--- src/bgd_pkg.sv ---
// Shared types and constants for the button gesture detector.
`timescale 1ns / 1ps

package bgd_pkg;

	localparam int STAMP_W     = 32;
	localparam int TICKS_W     = 16;
	localparam int TALLY_W     = 2;
	localparam int CFG_IDX_W   = 1;
	localparam int NUM_BUTTONS_DEF = 3;

	localparam logic [TALLY_W-1:0] CLICKS_FOR_DOUBLE = TALLY_W'(2);

	localparam logic [CFG_IDX_W-1:0] REG_LONG_PRESS   = CFG_IDX_W'(0);
	localparam logic [CFG_IDX_W-1:0] REG_DOUBLE_CLICK = CFG_IDX_W'(1);

	localparam logic [TICKS_W-1:0] LONG_PRESS_RST   = TICKS_W'(1000);
	localparam logic [TICKS_W-1:0] DOUBLE_CLICK_RST = TICKS_W'(300);

	typedef struct packed {
		logic press;
		logic long_press;
		logic double_click;
		logic held;
	} btn_flags_t;

endpackage

--- src/button_gesture_detector_core.sv ---
// Top level of the button gesture detector: input register, button lanes, result register.
`timescale 1ns / 1ps

// Takes one sampling tick per input transaction and returns one result transaction per tick
// with press, long-press, double-click and held masks, one bit per button. One tick is
// accepted every cycle unless both registers hold a tick and m_axis_tready is low; a tick
// is captured in the input register and moves into the result register once that is empty or being read. The
// output register lets a new tick be accepted while a result still waits. The user must write thresholds
// through the cfg port only while the block is idle; the block itself does not enforce it.
module button_gesture_detector_core #(
	parameter int NUM_BUTTONS = bgd_pkg::NUM_BUTTONS_DEF,
	parameter int IN_TW  = ((bgd_pkg::STAMP_W + NUM_BUTTONS + 7) / 8) * 8,
	parameter int OUT_TW = ((4 * NUM_BUTTONS + 7) / 8) * 8
) (
	input  logic                          clk,
	input  logic                          arst_n,
	input  logic                          cfg_we,
	input  logic [bgd_pkg::CFG_IDX_W-1:0] cfg_index,
	input  logic [bgd_pkg::TICKS_W-1:0]   cfg_data,
	input  logic                          s_axis_tvalid,
	output logic                          s_axis_tready,
	// now_ticks [31:0], button_levels [32 +: NUM_BUTTONS]
	input  logic [IN_TW-1:0]              s_axis_tdata,
	output logic                          m_axis_tvalid,
	input  logic                          m_axis_tready,
	// press_mask, long_press_mask, double_click_mask, held_mask; NUM_BUTTONS bits each
	output logic [OUT_TW-1:0]             m_axis_tdata
);
	import bgd_pkg::*;

	logic [TICKS_W-1:0] long_press_ticks_q;
	logic [TICKS_W-1:0] double_click_ticks_q;

	logic                   valid_s1;
	logic [STAMP_W-1:0]     now_s1;
	logic [NUM_BUTTONS-1:0] levels_s1;
	logic                   advance;

	logic [NUM_BUTTONS-1:0] press_m;
	logic [NUM_BUTTONS-1:0] long_m;
	logic [NUM_BUTTONS-1:0] dbl_m;
	logic [NUM_BUTTONS-1:0] held_m;

	logic                   out_valid_q;
	logic [NUM_BUTTONS-1:0] press_q;
	logic [NUM_BUTTONS-1:0] long_q;
	logic [NUM_BUTTONS-1:0] dbl_q;
	logic [NUM_BUTTONS-1:0] held_q;

	always_ff @(posedge clk or negedge arst_n) begin
		if (!arst_n) begin
			long_press_ticks_q   <= LONG_PRESS_RST;
			double_click_ticks_q <= DOUBLE_CLICK_RST;
		end else if (cfg_we) begin
			unique case (cfg_index)
				REG_LONG_PRESS:   long_press_ticks_q   <= cfg_data;
				REG_DOUBLE_CLICK: double_click_ticks_q <= cfg_data;
			endcase
		end
	end

	assign advance       = valid_s1 & (~out_valid_q | m_axis_tready);
	assign s_axis_tready = ~valid_s1 | advance;

	always_ff @(posedge clk or negedge arst_n) begin
		if (!arst_n) begin
			valid_s1 <= 1'b0;
		end else if (s_axis_tready) begin
			valid_s1 <= s_axis_tvalid;
		end
	end

	always_ff @(posedge clk) begin
		if (s_axis_tready && s_axis_tvalid) begin
			now_s1    <= s_axis_tdata[STAMP_W-1:0];
			levels_s1 <= s_axis_tdata[STAMP_W +: NUM_BUTTONS];
		end
	end

	for (genvar b = 0; b < NUM_BUTTONS; b++) begin : g_btn
		btn_flags_t flags;

		bgd_button u_button (
			.clk                (clk),
			.arst_n             (arst_n),
			.en                 (advance),
			.now_ticks          (now_s1),
			.pressed            (~levels_s1[b]),
			.long_press_ticks   (long_press_ticks_q),
			.double_click_ticks (double_click_ticks_q),
			.flags              (flags)
		);

		assign press_m[b] = flags.press;
		assign long_m[b]  = flags.long_press;
		assign dbl_m[b]   = flags.double_click;
		assign held_m[b]  = flags.held;
	end

	always_ff @(posedge clk or negedge arst_n) begin
		if (!arst_n) begin
			out_valid_q <= 1'b0;
		end else if (advance) begin
			out_valid_q <= 1'b1;
		end else if (m_axis_tready) begin
			out_valid_q <= 1'b0;
		end
	end

	always_ff @(posedge clk) begin
		if (advance) begin
			press_q <= press_m;
			long_q  <= long_m;
			dbl_q   <= dbl_m;
			held_q  <= held_m;
		end
	end

	assign m_axis_tvalid = out_valid_q;
	assign m_axis_tdata  = OUT_TW'({held_q, dbl_q, long_q, press_q});

endmodule

--- src/bgd_button.sv ---
// Per-button state and gesture classification for one sampling tick.
`timescale 1ns / 1ps

module bgd_button (
	input  logic                        clk,
	input  logic                        arst_n,
	input  logic                        en,
	input  logic [bgd_pkg::STAMP_W-1:0] now_ticks,
	input  logic                        pressed,
	input  logic [bgd_pkg::TICKS_W-1:0] long_press_ticks,
	input  logic [bgd_pkg::TICKS_W-1:0] double_click_ticks,
	output bgd_pkg::btn_flags_t         flags
);
	import bgd_pkg::*;

	logic               held_q;
	logic [STAMP_W-1:0] press_stamp_q;
	logic [STAMP_W-1:0] release_stamp_q;
	logic [TALLY_W-1:0] click_tally_q;

	logic [STAMP_W-1:0] held_dur;
	logic [STAMP_W-1:0] since_release;
	logic               press_evt;
	logic               release_evt;
	logic               long_evt;
	logic               click_evt;
	logic               dbl_evt;
	logic               timeout;
	logic [TALLY_W-1:0] tally_inc;
	logic [TALLY_W-1:0] tally_mid;
	logic [TALLY_W-1:0] tally_next;
	logic               held_next;

	assign held_dur      = now_ticks - press_stamp_q;
	assign since_release = now_ticks - release_stamp_q;
	assign press_evt     = pressed & ~held_q;
	assign release_evt   = ~pressed & held_q;
	assign long_evt      = release_evt & (held_dur > STAMP_W'(long_press_ticks));
	assign click_evt     = release_evt & ~long_evt;
	assign tally_inc     = click_tally_q + TALLY_W'(1);
	assign dbl_evt       = click_evt & (tally_inc >= CLICKS_FOR_DOUBLE);
	assign held_next     = press_evt | (held_q & ~release_evt);

	always_comb begin
		tally_mid = click_tally_q;
		if (click_evt) begin
			tally_mid = dbl_evt ? '0 : tally_inc;
		end
	end

	// a fresh release has zero elapsed time, so it never times out
	assign timeout    = (tally_mid != '0) & ~release_evt
		& (since_release > STAMP_W'(double_click_ticks));
	assign tally_next = timeout ? '0 : tally_mid;

	always_ff @(posedge clk or negedge arst_n) begin
		if (!arst_n) begin
			held_q          <= 1'b0;
			press_stamp_q   <= '0;
			release_stamp_q <= '0;
			click_tally_q   <= '0;
		end else if (en) begin
			held_q        <= held_next;
			click_tally_q <= tally_next;
			if (press_evt) begin
				press_stamp_q <= now_ticks;
			end
			if (release_evt) begin
				release_stamp_q <= now_ticks;
			end
		end
	end

	assign flags.press        = press_evt;
	assign flags.long_press   = long_evt;
	assign flags.double_click = dbl_evt;
	assign flags.held         = held_next;

endmodule

--- config.mk ---
export PLATFORM = sky130hd
export DESIGN_NAME = button_gesture_detector_core
export DESIGN_NICKNAME = d
export VERILOG_FILES = /design/src/bgd_pkg.sv /design/src/button_gesture_detector_core.sv /design/src/bgd_button.sv
export SDC_FILE = /design/constraint.sdc
export NUM_CORES = 1
export LEC_CHECK = 0
export BUFFER_PORTS_ARGS = -buffer_cell sky130_fd_sc_hd__buf_2
export CORE_ASPECT_RATIO = 1.25
export CORE_UTILIZATION = 25
export CTS_CLUSTER_DIAMETER = 200
export DETAILED_ROUTE_END_ITERATION = 7
export PLACE_DENSITY = 0.37
export SETUP_SLACK_MARGIN = 0.15
export SYNTH_ARGS = -nofsm -noshare
export SYNTH_HDL_FRONTEND = slang
export SYNTH_SLANG_ARGS = --single-unit
export TNS_END_PERCENT = 20
--- constraint.sdc ---
create_clock -name clk -period 5.4 [get_ports clk]
set_input_delay 0.54 -clock clk [delete_from_list [all_inputs] [get_ports clk]]
set_output_delay 0.54 -clock clk [all_outputs]
set_load 0.02 [all_outputs]
==> metrics.yaml <==
run_status:
  status: "finished, final reports clean"
placed_design:
  gp_congestion: 0.873
  dpl.hpwl_um: 70400
  portBuffers: 70
sta:
  timing.setup.tns_ns: 0
  finalHoldViolations: 0
  min_period_ns: 5.10
  fin_skew_ns: 0.0302
  worstMarginPinSlew_ns: 1.07
  relSlewSlack_pct: 28.3
  final-max-slew-violation-count: 0
  setup_viol: 0
  fin_crit_sh_pct: 94.4
  max_freq_mhz: 196
  worst_hold_slack_ns: 0.129
  rsz0062_at_grt: "true"
synthesis:
  ys_types: 91
  ys_ff_latch: 282
  yosysTopAreaCell: "dfrtp_1"
  synth_edf_count: 47
  ys_warn_count: 0
  ys.flop_type: "dfrtp_1"
  synth.top_cells.by_area: "dfrtp_1, ha_1, mux2_2, edfxtp_1, a21oi_1"
  synth_area_um2: 24500
  ys_seq_area_share_pct: 29.8
  postSynthAreaPerCell_um2: 8.85
  synth_top_area_share_pct: 22.9
  async_flop_share_pct: 83.3
  synthCells: 2773
layout:
  diodes: 0
  layout_commonest_cell: "inv_1"
  drive_gt1_share_pct: 18.2
  area_growth_pct: 17.2
  layout_common_cells: "inv_1, ha_1, a21oi_1"
  fin_nets: 3294
floorplan:
  die_h_um: 352
  die_w_um: 282
  ioPinCount: 80
  rows: 128
  die_area_um2: 99500
  start_util_pct: 25.2
  core_area_um2: 97400
drt:
  first_pass_iters: 7
  drtIter0Drc: 1350
  wl_per_cell_um: 20.6
  routed_wl_um: 88000
  antenna_left: 0
  num_vias: 21600
  drc: 0
  detail_route.vias_per_cell: 5.05
global_route:
  grt_max_degree: 121
  top_usage_layer: "met2"
  use_met1_pct: 23.7
  antenna_found_initial: 1
  met3_usage_pct: 1.93
  use_met2_pct: 30.1
  grt_pass1_vias: 21300
  grt_overflow_total: 0
  track_usage_pct: 17.7
  grt_pass1_wl_um: 134000
pwr:
  finalPower_uw: 15300
  p_per_area_nw_per_um2: 530
  vdd_ir_drop_max_mv: 0.230
  p_leak_uw: 0.0129
worst_setup_path:
  critPathBufInv: 3
  reg2reg_to: "long_q[1]"
  cp_top_family: "compound AO/OA/AOI/OAI gates"
  required_ns: 5.74
  cp_max_fo: 10
  reg2reg_depth: 19
  max_stage_delay_ns: 0.57
  crit_type: "reg2reg"
  reg2reg_slack_ns: 0.30
  rr_startpoint: "now_s1[1]"
  start_kind: "register"
  critical-path-slowest-cell: "or4_4"
  worstPathCellList: "buf_12 > ha_1 > nor2b_1 > o31a_1 > buf_4 > o211ai_1 > nand2_1 > xor2_1 > ha_1 > and3_1 > a221o_1 > a221o_1 > nor3_2 > o21ai_1 > a221oi_2 > o2111ai_1 > or4_4 > nand2_1 > inv_1"
  endpoint_kind: "register"
  cp.arrival_ns: 5.44
clocking:
  cts_sinks: 282
  htree_levels: 2
  path_clk_slew_ns: 0.06
  clk_latency_ns: 0.58
  cts_tree: "yes"
  ctsRootBufferMaster: "clkbuf_16"
  numCtsBuffers: 40
  clockBufferDepth: 3
worst_hold_path:
  hold-path-cell-count: 1
  worstHoldStart: "s_axis_tdata[33]"
  worstHoldEndpoint: "levels_s1[1]"
  worstHoldPathType: "in2reg"
job:
  drv_cap: 0
where the power goes:
group	internal, uW	total (uW)	switching (uW)
Sequential	2770	3090	324
Clock	1580	2660	1080
Combinational	4000	9500	5500
Total	8340	15300	6910
timing repair:
action / in CTS / in global routing
resized for setup: 10 / 36
endpoints found under the setup margin: 7 / 11
hold buffers: 1 / 0
endpoints found under the hold margin: 67 / 0
cloned: 0 / 0
buffers inserted: 2 / 6
pin swaps: 5 / 10
cell usage after synthesis (10+ instances only):
| cell type | count |
|---|---|
| inv_1 | 299 |
| ha_1 | 285 |
| a21oi_1 | 242 |
| dfrtp_1 | 225 |
| nand2_1 | 205 |
| mux2_2 | 203 |
| o21ai_0 | 152 |
| nor2_1 | 132 |
| xnor2_1 | 79 |
| a21o_1 | 72 |
| clkbuf_1 | 66 |
| nand3_1 | 66 |
| nand4_1 | 56 |
| nor3_1 | 52 |
| edfxtp_1 | 47 |
| xor2_1 | 42 |
| o21a_1 | 39 |
| o211ai_1 | 38 |
| nor2b_1 | 31 |
| a211oi_1 | 26 |
| a31oi_1 | 23 |
| and3_1 | 23 |
| nand2b_1 | 23 |
| o2111ai_1 | 21 |
| o21bai_1 | 20 |
| nor4_1 | 17 |
| o31ai_1 | 15 |
| or3_1 | 14 |
| a2111oi_0 | 13 |
| and4_1 | 13 |
| or4_1 | 13 |
| buf_2 | 11 |
| a221oi_1 | 10 |
| and2_1 | 10 |
| dfstp_2 | 10 |
| mux2i_1 | 10 |
per-stage QoR:
stage | cell area [um2] | worst slack, ns | instances | util [%]
finish | 28800 | 0.303 | 4273 | 29.5
global route | 28800 | 0.0703 | 4273 | 29.5
CTS | 28600 | 0.104 | 4267 | 29.3
detailed placement | 27200 | -0.286 | 4190 | 27.9
global placement | 27200 | -0.184 | 4190 | 27.9
floorplan | 24600 | 0.457 | 2776 | -
worst max-delay path by stage:
stage | startpoint | end | slack, ns | cells past startpoint
2_1_floorplan | now_s1[1] | long_q[1] | 0.46 | 18
3_3_place_gp | now_s1[0] | g_btn[2].u_button.click_tally_q[1] | -0.18 | 21
3_5_place_dp | now_s1[0] | g_btn[2].u_button.click_tally_q[1] | -0.29 | 22
4_1_cts | now_s1[0] | g_btn[2].u_button.click_tally_q[1] | 0.10 | 22
5_1_grt | now_s1[12] | dbl_q[0] | 0.07 | 16
6_report | now_s1[1] | long_q[1] | 0.30 | 19
kinds of logic (layout without fill, tap and decap cells):
logic type / Yosys count / count (layout) / synth area share (%)
AO/OA/AOI/OAI: 795 / 795 / 21.2
AND/OR/NAND/NOR: 687 / 687 / 13.9
buffers and inverters: 383 / 580 / 6.01
adder cells (fa/ha/maj): 291 / 291 / 15.0
flip-flops: 282 / 282 / 29.8
multiplexers: 213 / 213 / 9.72
XOR/XNOR: 121 / 121 / 4.32
other: 1 / 4 / 0.0153
worst reg2reg max path, stage by stage, from the launching register on:
cell and delay (ns):
edfxtp_1 0.42, buf_12 0.18, ha_1 0.28, nor2b_1 0.14, o31a_1 0.26, buf_4 0.15
o211ai_1 0.34, nand2_1 0.17, xor2_1 0.17, ha_1 0.30, and3_1 0.20, a221o_1 0.30
a221o_1 0.38, nor3_2 0.23, o21ai_1 0.18, a221oi_2 0.23, o2111ai_1 0.18, or4_4 0.57
nand2_1 0.12, inv_1 0.04
final cells by class:
type / instances / area [um2]
Tap cell: 1300 / 1630
Clock buffer: 58 / 1150
Multi-Input combinational cell: 2111 / 16000
Sequential cell: 282 / 7300
Clock inverter: 16 / 143
Fill cell: 10500 / 68600
Timing Repair Buffer: 206 / 1420
Inverter: 300 / 1130
sequential cells by signal, summed over array words and instances (netlist names):
| name | cells |
|---|---|
| press_q | 3 |
| long_press_ticks_q | 16 |
| dbl_q | 3 |
| held_q | 3 |
| long_q | 3 |
| g_btn.u_button.press_stamp_q | 96 |
| g_btn.u_button.release_stamp_q | 96 |
| g_btn.u_button.held_q | 3 |
| levels_s1 | 3 |
| double_click_ticks_q | 16 |
| valid_s1 | 1 |
| now_s1 | 32 |
| m_axis_tvalid | 1 |
| g_btn.u_button.click_tally_q | 6 |
layer usage:
layer / vias up / part of all wire (%)
li1: 10500 / -
met1: 10500 / 46
met5: - / 0
met4: 0 / 2.1
met2: 443 / 48
met3: 85 / 3.6
Note: power is estimated with default switching activity, not from simulation.
